### src/cfvs_pkg.sv
// shared types and constants for the variant site to cigar converter
package cfvs_pkg;

	localparam int POS_BITS_DEF = 32;
	localparam int CFG_W        = 32;
	localparam int CFG_IDX_W    = 1;
	localparam int QL_W         = 32;
	localparam int LEN_W        = 33;
	localparam int N_SLOTS      = 4;
	localparam int SLOT_IDX_W   = $clog2(N_SLOTS);
	localparam int QUEUE_DEPTH  = 4;
	localparam int QPTR_W       = $clog2(QUEUE_DEPTH);

	localparam logic [CFG_IDX_W-1:0] REG_REF_LEN = 1'b0;
	localparam logic [CFG_IDX_W-1:0] REG_QRY_LEN = 1'b1;

	localparam logic [LEN_W-1:0] LEN_MAX = '1;

	typedef enum logic [1:0] {
		OP_EQ = 2'd0,
		OP_X  = 2'd1,
		OP_D  = 2'd2,
		OP_I  = 2'd3
	} op_code_t;

	// one candidate operation; later marks that a following slot of the item will emit
	typedef struct packed {
		logic             en;
		op_code_t         code;
		logic [LEN_W-1:0] len;
		logic             later;
	} op_slot_t;

	// everything the back end needs for one item
	typedef struct packed {
		logic                      finish;
		op_slot_t [N_SLOTS-1:0]    slot;
	} op_batch_t;

endpackage

### src/cfvs_front.sv
// front end: accepts items, tracks the cursors and builds the per-item operation slots
module cfvs_front #(
	parameter int POS_BITS = cfvs_pkg::POS_BITS_DEF
) (
	input  logic                        clk,
	input  logic                        arst_n,
	input  logic [cfvs_pkg::CFG_W-1:0]  ref_len_cfg,
	input  logic [cfvs_pkg::CFG_W-1:0]  qry_len_cfg,
	input  logic                        site_valid,
	output logic                        site_stall,
	input  logic                        func,
	input  logic [POS_BITS-1:0]         ref_begin,
	input  logic [POS_BITS-1:0]         ref_end,
	input  logic [POS_BITS-1:0]         query_begin,
	input  logic [cfvs_pkg::QL_W-1:0]   query_allele_length,
	input  logic                        length_known,
	input  logic                        inverted,
	output logic                        push,
	output cfvs_pkg::op_batch_t         push_batch,
	input  logic                        queue_full
);
	import cfvs_pkg::*;

	localparam int SUM_W = ((POS_BITS > QL_W) ? POS_BITS : QL_W) + 1;
	localparam int W     = SUM_W + 1;

	logic [POS_BITS+CFG_W-1:0] ref_len_ext, qry_len_ext;
	logic [POS_BITS-1:0] ref_len_pos, qry_len_pos;
	logic [POS_BITS-1:0] rc_q, qc_q;
	logic [POS_BITS-1:0] a_r, a_q;
	logic [POS_BITS:0]   dr_c, dq_c, rl_c;
	logic [SUM_W-1:0]    nq_c;
	logic [POS_BITS-1:0] nq_sat;
	logic                keep, accept, adv, need;

	logic                v_s1, finish_s1;
	logic [POS_BITS:0]   dr_s1, dq_s1, rl_s1;
	logic [QL_W-1:0]     ql_s1;

	logic [W-1:0] dr_w, dq_w, rl_w, ql_w, diff_w, ndiff_w, x_w;
	logic         gap_eq, diff_neg;
	op_slot_t [N_SLOTS-1:0] slot;

	function automatic logic is_pos(input logic [W-1:0] v);
		return !v[W-1] && (|v);
	endfunction

	function automatic logic [LEN_W-1:0] clamp_len(input logic [W-1:0] v);
		if (|v[W-1:LEN_W])
			return LEN_MAX;
		return v[LEN_W-1:0];
	endfunction

	// config values taken to position width
	assign ref_len_ext = {{POS_BITS{1'b0}}, ref_len_cfg};
	assign qry_len_ext = {{POS_BITS{1'b0}}, qry_len_cfg};
	assign ref_len_pos = ref_len_ext[POS_BITS-1:0];
	assign qry_len_pos = qry_len_ext[POS_BITS-1:0];

	// a finish measures the tail, a site measures the gap; the borrow bit is the sign
	assign a_r  = func ? ref_len_pos : ref_begin;
	assign a_q  = func ? qry_len_pos : query_begin;
	assign dr_c = {1'b0, a_r} - {1'b0, rc_q};
	assign dq_c = {1'b0, a_q} - {1'b0, qc_q};
	assign rl_c = {1'b0, ref_end} - {1'b0, ref_begin};
	assign nq_c = SUM_W'(query_begin) + SUM_W'(query_allele_length);
	assign nq_sat = (|nq_c[SUM_W-1:POS_BITS]) ? {POS_BITS{1'b1}} : nq_c[POS_BITS-1:0];

	assign keep   = func || (length_known && !inverted && !dr_c[POS_BITS] && !dq_c[POS_BITS]);
	assign accept = site_valid && !site_stall;

	always_ff @(posedge clk or negedge arst_n) begin
		if (!arst_n) begin
			rc_q <= '0;
			qc_q <= '0;
		end else if (accept) begin
			if (func) begin
				rc_q <= '0;
				qc_q <= '0;
			end else if (keep) begin
				rc_q <= ref_end;
				qc_q <= nq_sat;
			end
		end
	end

	always_ff @(posedge clk or negedge arst_n) begin
		if (!arst_n)
			v_s1 <= 1'b0;
		else if (adv)
			v_s1 <= accept && keep;
	end

	always_ff @(posedge clk) begin
		if (accept) begin
			finish_s1 <= func;
			dr_s1     <= dr_c;
			dq_s1     <= dq_c;
			rl_s1     <= rl_c;
			ql_s1     <= query_allele_length;
		end
	end

	// slot lengths in a signed width that holds every difference
	assign dr_w    = {{(W-POS_BITS-1){dr_s1[POS_BITS]}}, dr_s1};
	assign dq_w    = {{(W-POS_BITS-1){dq_s1[POS_BITS]}}, dq_s1};
	assign rl_w    = {{(W-POS_BITS-1){rl_s1[POS_BITS]}}, rl_s1};
	assign ql_w    = {{(W-QL_W){1'b0}}, ql_s1};
	assign diff_w  = rl_w - ql_w;
	assign ndiff_w = ql_w - rl_w;
	assign diff_neg = diff_w[W-1];
	assign x_w     = diff_neg ? rl_w : ql_w;
	assign gap_eq  = (dr_s1 == dq_s1);

	always_comb begin
		logic                   have;
		op_code_t               pc;
		logic [N_SLOTS-1:0]     chg;
		logic [N_SLOTS-1:0]     lat;

		slot[0].en    = is_pos(dr_w);
		slot[0].code  = gap_eq ? OP_EQ : OP_D;
		slot[0].len   = clamp_len(dr_w);
		slot[1].en    = !gap_eq && is_pos(dq_w);
		slot[1].code  = OP_I;
		slot[1].len   = clamp_len(dq_w);
		slot[2].en    = !finish_s1 && is_pos(x_w);
		slot[2].code  = OP_X;
		slot[2].len   = clamp_len(x_w);
		slot[3].en    = !finish_s1 && (|diff_w);
		slot[3].code  = diff_neg ? OP_I : OP_D;
		slot[3].len   = diff_neg ? clamp_len(ndiff_w) : clamp_len(diff_w);

		// a slot emits the pending op when its code differs from the previous enabled slot
		have = 1'b0;
		pc   = OP_EQ;
		chg  = '0;
		for (int j = 0; j < N_SLOTS; j++) begin
			if (slot[j].en) begin
				chg[j] = have && (slot[j].code != pc);
				have   = 1'b1;
				pc     = slot[j].code;
			end
		end
		lat = '0;
		for (int i = N_SLOTS - 2; i >= 0; i--)
			lat[i] = lat[i+1] | chg[i+1];
		for (int i = 0; i < N_SLOTS; i++)
			slot[i].later = lat[i];
	end

	always_comb begin
		need = finish_s1;
		for (int i = 0; i < N_SLOTS; i++)
			need = need | slot[i].en;
	end

	assign push              = v_s1 && need && !queue_full;
	assign adv               = !v_s1 || !need || !queue_full;
	assign site_stall        = !adv;
	assign push_batch.finish = finish_s1;
	assign push_batch.slot   = slot;

endmodule

### src/cfvs_queue.sv
// short queue of operation batches between front and back end
module cfvs_queue (
	input  logic                 clk,
	input  logic                 arst_n,
	input  logic                 push,
	input  cfvs_pkg::op_batch_t  push_batch,
	output logic                 full,
	output logic                 head_valid,
	output cfvs_pkg::op_batch_t  head_batch,
	input  logic                 pop
);
	import cfvs_pkg::*;

	op_batch_t           mem_q [QUEUE_DEPTH];
	logic [QPTR_W-1:0]   wr_ptr_q, rd_ptr_q;
	logic [QPTR_W:0]     count_q;

	assign full       = (count_q == (QPTR_W+1)'(QUEUE_DEPTH));
	assign head_valid = (count_q != '0);
	assign head_batch = mem_q[rd_ptr_q];

	always_ff @(posedge clk) begin
		if (push)
			mem_q[wr_ptr_q] <= push_batch;
	end

	always_ff @(posedge clk or negedge arst_n) begin
		if (!arst_n) begin
			wr_ptr_q <= '0;
			rd_ptr_q <= '0;
			count_q  <= '0;
		end else begin
			if (push)
				wr_ptr_q <= wr_ptr_q + 1'b1;
			if (pop)
				rd_ptr_q <= rd_ptr_q + 1'b1;
			case ({push, pop})
				2'b10:   count_q <= count_q + 1'b1;
				2'b01:   count_q <= count_q - 1'b1;
				default: count_q <= count_q;
			endcase
		end
	end

endmodule

### src/cfvs_back.sv
// back end: merges slots into the pending op and drives the result register
module cfvs_back (
	input  logic                         clk,
	input  logic                         arst_n,
	input  logic                         head_valid,
	input  cfvs_pkg::op_batch_t          head_batch,
	output logic                         pop,
	output logic                         op_valid,
	input  logic                         op_stall,
	output logic [1:0]                   op_code,
	output logic [cfvs_pkg::LEN_W-1:0]   op_length,
	output logic                         last_of_run
);
	import cfvs_pkg::*;

	logic [N_SLOTS-1:0]    done_q, en, rem, pick;
	logic [SLOT_IDX_W-1:0] sel_idx;
	op_slot_t              sel;
	logic                  pend_v_q;
	op_code_t              pend_code_q;
	logic [LEN_W-1:0]      pend_len_q;
	logic [LEN_W:0]        sum;
	logic [LEN_W-1:0]      merged;
	logic                  has_slot, last_rem, emit, emit_last, go, out_free;
	logic                  op_valid_q, last_q;
	op_code_t              code_q;
	logic [LEN_W-1:0]      len_q;

	always_comb begin
		for (int i = 0; i < N_SLOTS; i++)
			en[i] = head_batch.slot[i].en;
	end

	assign rem = en & ~done_q;

	// lowest slot still to do
	always_comb begin
		sel_idx = '0;
		for (int i = N_SLOTS - 1; i >= 0; i--) begin
			if (rem[i])
				sel_idx = SLOT_IDX_W'(i);
		end
	end

	assign pick     = N_SLOTS'(1) << sel_idx;
	assign sel      = head_batch.slot[sel_idx];
	assign has_slot = |rem;
	assign last_rem = ((rem & ~pick) == '0);
	assign sum      = {1'b0, pend_len_q} + {1'b0, sel.len};
	assign merged   = sum[LEN_W] ? LEN_MAX : sum[LEN_W-1:0];

	// without a slot left the item is a finish flushing the pending op
	assign emit      = pend_v_q && (has_slot ? (pend_code_q != sel.code) : 1'b1);
	assign emit_last = has_slot ? (!sel.later && !head_batch.finish) : 1'b1;
	assign out_free  = !op_valid_q || !op_stall;
	assign go        = head_valid && (!emit || out_free);
	assign pop       = go && (!has_slot || (last_rem && !head_batch.finish));

	always_ff @(posedge clk or negedge arst_n) begin
		if (!arst_n) begin
			done_q      <= '0;
			pend_v_q    <= 1'b0;
			pend_code_q <= OP_EQ;
			pend_len_q  <= '0;
		end else if (go) begin
			if (has_slot) begin
				done_q   <= pop ? '0 : (done_q | pick);
				pend_v_q <= 1'b1;
				if (pend_v_q && (pend_code_q == sel.code)) begin
					pend_len_q <= merged;
				end else begin
					pend_code_q <= sel.code;
					pend_len_q  <= sel.len;
				end
			end else begin
				done_q      <= '0;
				pend_v_q    <= 1'b0;
				pend_code_q <= OP_EQ;
				pend_len_q  <= '0;
			end
		end
	end

	always_ff @(posedge clk or negedge arst_n) begin
		if (!arst_n)
			op_valid_q <= 1'b0;
		else if (go && emit)
			op_valid_q <= 1'b1;
		else if (!op_stall)
			op_valid_q <= 1'b0;
	end

	always_ff @(posedge clk) begin
		if (go && emit) begin
			code_q <= pend_code_q;
			len_q  <= pend_len_q;
			last_q <= emit_last;
		end
	end

	assign op_valid    = op_valid_q;
	assign op_code     = code_q;
	assign op_length   = len_q;
	assign last_of_run = last_q;

endmodule

### src/cigar_from_variant_sites.sv
// path: an accepted item is registered in the front stage, then held in the batch queue, and its slots
//   merge into the pending op before it is loaded into the result register
// throughput: the back end's merge adder takes one operation slot per cycle unless a stalled result
//   register holds it back; dropped sites cost none in the back
// the front accepts one item per cycle while the 4-entry batch queue has room
// reset (arst_n low, asynchronous): cursors, pending op, queue, result valid and
//   both length registers go to zero
module cigar_from_variant_sites #(
	parameter int POS_BITS = cfvs_pkg::POS_BITS_DEF
) (
	input  logic                            clk,
	input  logic                            arst_n,
	input  logic                            cfg_valid,
	output logic                            cfg_ready,
	input  logic [cfvs_pkg::CFG_IDX_W-1:0]  cfg_index,
	input  logic [cfvs_pkg::CFG_W-1:0]      cfg_data,
	input  logic                            site_valid,
	output logic                            site_stall,
	input  logic                            func,
	input  logic [POS_BITS-1:0]             ref_begin,
	input  logic [POS_BITS-1:0]             ref_end,
	input  logic [POS_BITS-1:0]             query_begin,
	input  logic [cfvs_pkg::QL_W-1:0]       query_allele_length,
	input  logic                            length_known,
	input  logic                            inverted,
	output logic                            op_valid,
	input  logic                            op_stall,
	output logic [1:0]                      op_code,
	output logic [cfvs_pkg::LEN_W-1:0]      op_length,
	output logic                            last_of_run
);
	import cfvs_pkg::*;

	logic [CFG_W-1:0] ref_len_q, qry_len_q;
	logic             push, queue_full, head_valid, pop;
	op_batch_t        push_batch, head_batch;

	assign cfg_ready = 1'b1;

	always_ff @(posedge clk or negedge arst_n) begin
		if (!arst_n) begin
			ref_len_q <= '0;
			qry_len_q <= '0;
		end else if (cfg_valid && cfg_ready) begin
			case (cfg_index)
				REG_REF_LEN: ref_len_q <= cfg_data;
				REG_QRY_LEN: qry_len_q <= cfg_data;
				default: ;
			endcase
		end
	end

	cfvs_front #(
		.POS_BITS(POS_BITS)
	) u_front (
		.clk                 (clk),
		.arst_n              (arst_n),
		.ref_len_cfg         (ref_len_q),
		.qry_len_cfg         (qry_len_q),
		.site_valid          (site_valid),
		.site_stall          (site_stall),
		.func                (func),
		.ref_begin           (ref_begin),
		.ref_end             (ref_end),
		.query_begin         (query_begin),
		.query_allele_length (query_allele_length),
		.length_known        (length_known),
		.inverted            (inverted),
		.push                (push),
		.push_batch          (push_batch),
		.queue_full          (queue_full)
	);

	cfvs_queue u_queue (
		.clk        (clk),
		.arst_n     (arst_n),
		.push       (push),
		.push_batch (push_batch),
		.full       (queue_full),
		.head_valid (head_valid),
		.head_batch (head_batch),
		.pop        (pop)
	);

	cfvs_back u_back (
		.clk         (clk),
		.arst_n      (arst_n),
		.head_valid  (head_valid),
		.head_batch  (head_batch),
		.pop         (pop),
		.op_valid    (op_valid),
		.op_stall    (op_stall),
		.op_code     (op_code),
		.op_length   (op_length),
		.last_of_run (last_of_run)
	);

endmodule

### config.mk
export PLATFORM = sky130hd
export DESIGN_NAME = cigar_from_variant_sites
export DESIGN_NICKNAME = d
export VERILOG_FILES = /design/src/cfvs_pkg.sv /design/src/cfvs_front.sv /design/src/cfvs_queue.sv /design/src/cfvs_back.sv /design/src/cigar_from_variant_sites.sv
export SDC_FILE = /design/constraint.sdc
export NUM_CORES = 2
export LEC_CHECK = 0
export ABC_CLOCK_PERIOD_IN_PS = 8850
export BUFFER_PORTS_ARGS = -buffer_cell sky130_fd_sc_hd__clkbuf_2
export CELL_PAD_IN_SITES_DETAIL_PLACEMENT = 1
export CELL_PAD_IN_SITES_GLOBAL_PLACEMENT = 2
export CORE_MARGIN = 5
export CORE_UTILIZATION = 40
export DETAILED_ROUTE_END_ITERATION = 8
export HOLD_SLACK_MARGIN = 0.1
export PLACE_DENSITY = 0.81
export SYNTH_ARGS = -nofsm -noshare
export SYNTH_HDL_FRONTEND = slang
export SYNTH_SLANG_ARGS = --single-unit
### constraint.sdc
create_clock -name clk -period 8.85 [get_ports clk]
set_input_delay 0.4425 -clock clk [delete_from_list [all_inputs] [get_ports clk]]
set_output_delay 0.4425 -clock clk [all_outputs]
set_load 0.02 [all_outputs]
==> impl_metrics.yaml <==
power_and_ir_drop:
  p_int_mw: 12.1
  total_power_mw: 21.0
  p_leak_nw: 21.0
  p_switching_mw: 8.93
  p_comb_frac: 0.489
  p_seq_frac: 0.325
  p_clk_frac: 0.187
  swShare: 0.424
  p_per_area_nw_per_um2: 380
  peakVddDrop_v: 0.000410
synthesis:
  netlist_area_um2: 48800
  synth_top_cell_by_area: "edfxtp_1"
  synth_cell_types: 90
  synth-seq-area-share: 0.544
  yosys.area.top_type_share: 0.453
  syn-instance-count: 3970
  async_reset_ff_frac: 0.194
  synth.avg_cell_area_um2: 12.3
  synth.top_cells.by_area: "edfxtp_1, dfrtp_1, mux4_2"
  synth-seq-cells: 913
  synth_warnings: 0
  synth-main-ff-cell: "edfxtp_1"
  synth_edf_count: 736
  synth_nets: 4378
placed_design:
  place_congestion: 0.926
  placed_cells: 5669
  placed_cell_area_um2: 51600
  dp_hpwl_um: 124000
  pre_cts_ws_ns: 1.35
  port_buffers: 206
setup_path:
  critPathBufInv: 2
  crit_type: "flop to flop"
  path_cells: "inv_1 > ha_1 > a21oi_1 > o21ai_0 > nand3_1 > a31oi_1 > nor3_1 > o21bai_1 > a21o_1 > a21oi_1 > o21ai_0 > ha_4 > nor3b_1 > nand4_1 > nor4_1 > nor2_1 > o31ai_1 > nand4b_1 > nor4_1 > nand4_1 > and2_4 > inv_6 > nand2_2 > a22o_1"
  crit_required_ns: 9.41
  critPathMaxStageDelay_ns: 0.77
  end_kind: "flop"
  cpLargestDelayFamily: "compound AO/OA/AOI/OAI gates"
  cp.arrival_ns: 8.14
  rr_startpoint: "u_front.ql_s1[18]$_DFFE_PP_"
  critPathSlowestCell: "o31ai_1"
  cp-startpoint: "u_front.ql_s1[18]$_DFFE_PP_"
  crit_fanout: 34
  startpoint_type: "flop"
route:
  wl_per_cell_um: 27.6
  dr.pass1.iters: 7
  drc: 0
  vias: 34989
  drt-total-wl_um: 164000
  detail_route.vias_per_cell: 5.91
  drt_iter0_drc: 3520
  ant_nets: 0
hold_path:
  hold_start: "ref_end[27]"
  hp-class: "primary input to flop"
final_layout:
  area_growth_pct: 13.6
  final_area_um2: 55400
  nNetsFinal: 4626
  final_cell_count_no_fill: 5924
  fin_util: 0.456
  drive_gt1_frac: 0.175
cts:
  cts_sinks: 913
  htree_levels: 3
  path_clk_slew_ns: 0.06
  cts_made_buffers: 94
  clockBufferDepth: 3
  clockRootBuffer: "clkbuf_16"
  post-cts-setup-buffers: 0
  clk_latency_ns: 0.71
  tritoncts: "done"
sta:
  holdWs_ns: 0.152
  setup_tns_ns: 0
  rsz0062_at_grt: "no"
  setup_ws_ns: 1.27
  finalCritPeriodShare: 0.857
  hold_viol: 0
  setup_viol: 0
  skew_ns: 0.0718
  drv_slew: 0
  worst_pin_slew_ns: 1.20
  max_freq_mhz: 132
  relSlewSlack: 0.195
  min_period_ns: 7.58
die:
  die_area_um2: 129000
  fp.dieW_um: 359
  rows: 128
  io_pins: 208
  core-area_um2: 122000
  die_height_um: 359
  start_util: 0.402
grt:
  grt_overflow: 0
  antenna_found_initial: 5
  grt_pass1_wl_um: 240000
  grt_use_total: 0.247
  grt_max_degree: 130
  grt_pass1_vias: 35037
run:
  max-cap-violations: 0
status:
  status: "finished clean"
==> cell usage after synthesis (8+ instances only) <==
master,instances
o31ai_1,21
buf_2,17
nor2_1,188
nor4_1,44
o211ai_1,44
fa_1,8
or3_1,17
buf_1,26
a211o_1,9
nor2b_1,30
and2_1,11
nand4_1,42
dfrtp_1,177
xnor2_1,137
o21ai_1,10
mux4_2,142
clkbuf_1,125
a21oi_1,229
o22ai_1,38
or2_2,73
o2bb2ai_1,21
and3_1,38
nand3_1,72
nor3_1,58
a211oi_1,30
nand2_1,250
a31o_2,13
o21a_1,48
xor2_1,49
edfxtp_1,736
o21ai_0,172
nand2b_1,29
a31oi_1,27
o221ai_1,37
o21bai_1,33
a221oi_1,39
inv_1,284
a21boi_0,8
a21o_1,130
ha_1,231
o311ai_0,12
a22oi_1,29
mux2_2,96
o2bb2ai_2,9
==> power by group through the flow <==
stage | Combinational (mW) | Sequential [mW] | Clock (mW)
global placement | 10.0 | 6.84 | 0
global route | 11.1 | 6.89 | 4.19
CTS | 10.3 | 6.81 | 3.99
finish | 10.3 | 6.83 | 3.93
detailed placement | 10.2 | 6.89 | 0
floorplan | 6.95 | 6.65 | 0
==> final timing paths <==
kind / slack [ns] / cells after the start / end
worst max-delay path: 1.27 / 24 / u_front.qc_q[19]$_DFFE_PN0P_
worst max register to register: 1.27 / 24 / u_front.qc_q[19]$_DFFE_PN0P_
min in group asynchronous: 0.30 / 2 / qry_len_q[4]$_DFFE_PN0P_
max in group asynchronous: 7.19 / 3 / u_front.qc_q[30]$_DFFE_PN0P_
worst min-delay path: 0.15 / 3 / u_front.rc_q[27]$_DFFE_PN0P_
worst min register to register: 0.47 / 0 / u_back.op_length[26]$_DFFE_PP_
==> placed cells by master, fill, tap and decap left out, types with 78 or more instances in the layout <==
| master | Yosys | layout |
|---|---|---|
| mux2_2 | 96 | 96 |
| clkbuf_2 | 0 | 204 |
| ha_1 | 231 | 230 |
| dfrtp_1 | 177 | 175 |
| inv_1 | 284 | 284 |
| nor2_1 | 188 | 188 |
| o21ai_0 | 172 | 172 |
| a21oi_1 | 229 | 229 |
| a21o_1 | 130 | 130 |
| clkbuf_16 | 0 | 94 |
| dlygate4sd3_1 | 0 | 78 |
| nand2_1 | 250 | 250 |
| mux4_2 | 142 | 142 |
| edfxtp_1 | 736 | 736 |
| xnor2_1 | 137 | 137 |
==> worst register-to-register path, cell delays in order (launching register included) <==
cell and delay (ns):
edfxtp_1 0.50, inv_1 0.08, ha_1 0.52, a21oi_1 0.16, o21ai_0 0.35, nand3_1 0.13
a31oi_1 0.57, nor3_1 0.19, o21bai_1 0.26, a21o_1 0.15, a21oi_1 0.09, o21ai_0 0.37
ha_4 0.28, nor3b_1 0.27, nand4_1 0.16, nor4_1 0.27, nor2_1 0.08, o31ai_1 0.77
nand4b_1 0.19, nor4_1 0.22, nand4_1 0.25, and2_4 0.29, inv_6 0.27, nand2_2 0.57
a22o_1 0.46
==> flip-flops by register name, summed over array words and instances (netlist names), 33 cells and up <==
name,count
u_front.rl_s1,33
u_back.op_length,33
u_front.dq_s1,33
u_back.pend_len_q,33
u_front.dr_s1,33
u_queue.mem_q,568
==> cells by family (layout without fill, tap and decap cells) <==
| family | count (synthesis) | in the layout | synth area share |
|---|---|---|---|
| fa+ha+maj | 240 | 240 | 0.0627 |
| xor+xnor | 186 | 186 | 0.0334 |
| compound gates | 1042 | 1042 | 0.146 |
| buf+inv | 463 | 789 | 0.0371 |
| mux | 246 | 246 | 0.0894 |
| flops | 913 | 913 | 0.544 |
| other cells | 1 | 4 | 0.0000768 |
| simple gates | 879 | 879 | 0.0882 |
==> routing by layer <==
| layer | wire (µm) | vias up | global-route usage |
|---|---|---|---|
| met3 | 10500 | 193 | 0.0334 |
| met2 | 75100 | 1182 | 0.393 |
| met4 | 5370 | 0 | 0.0729 |
| li1 | - | 15604 | - |
| met1 | 72500 | 18010 | 0.355 |
| met5 | 0 | - | 0 |
==> timing repair <==
item | 4_1_cts | 5_1_grt
hold buffers | 75 | 3
gates resized for setup | 0 | 0
endpoints found under the setup margin | 0 | 0
endpoints found under the hold margin | 160 | 3
==> layout make-up <==
type                       count  area (µm²)
inverter                     286        1080
clock inverter                52         497
antenna                        3        7.51
clock buffer                 122        2540
timing repair buffer         329        2220
tap                         1625        2030
sequential                   913       26500
multi-input combinational   2594       20500
fill                       12710       66100
(Power assumes the default switching activity.)
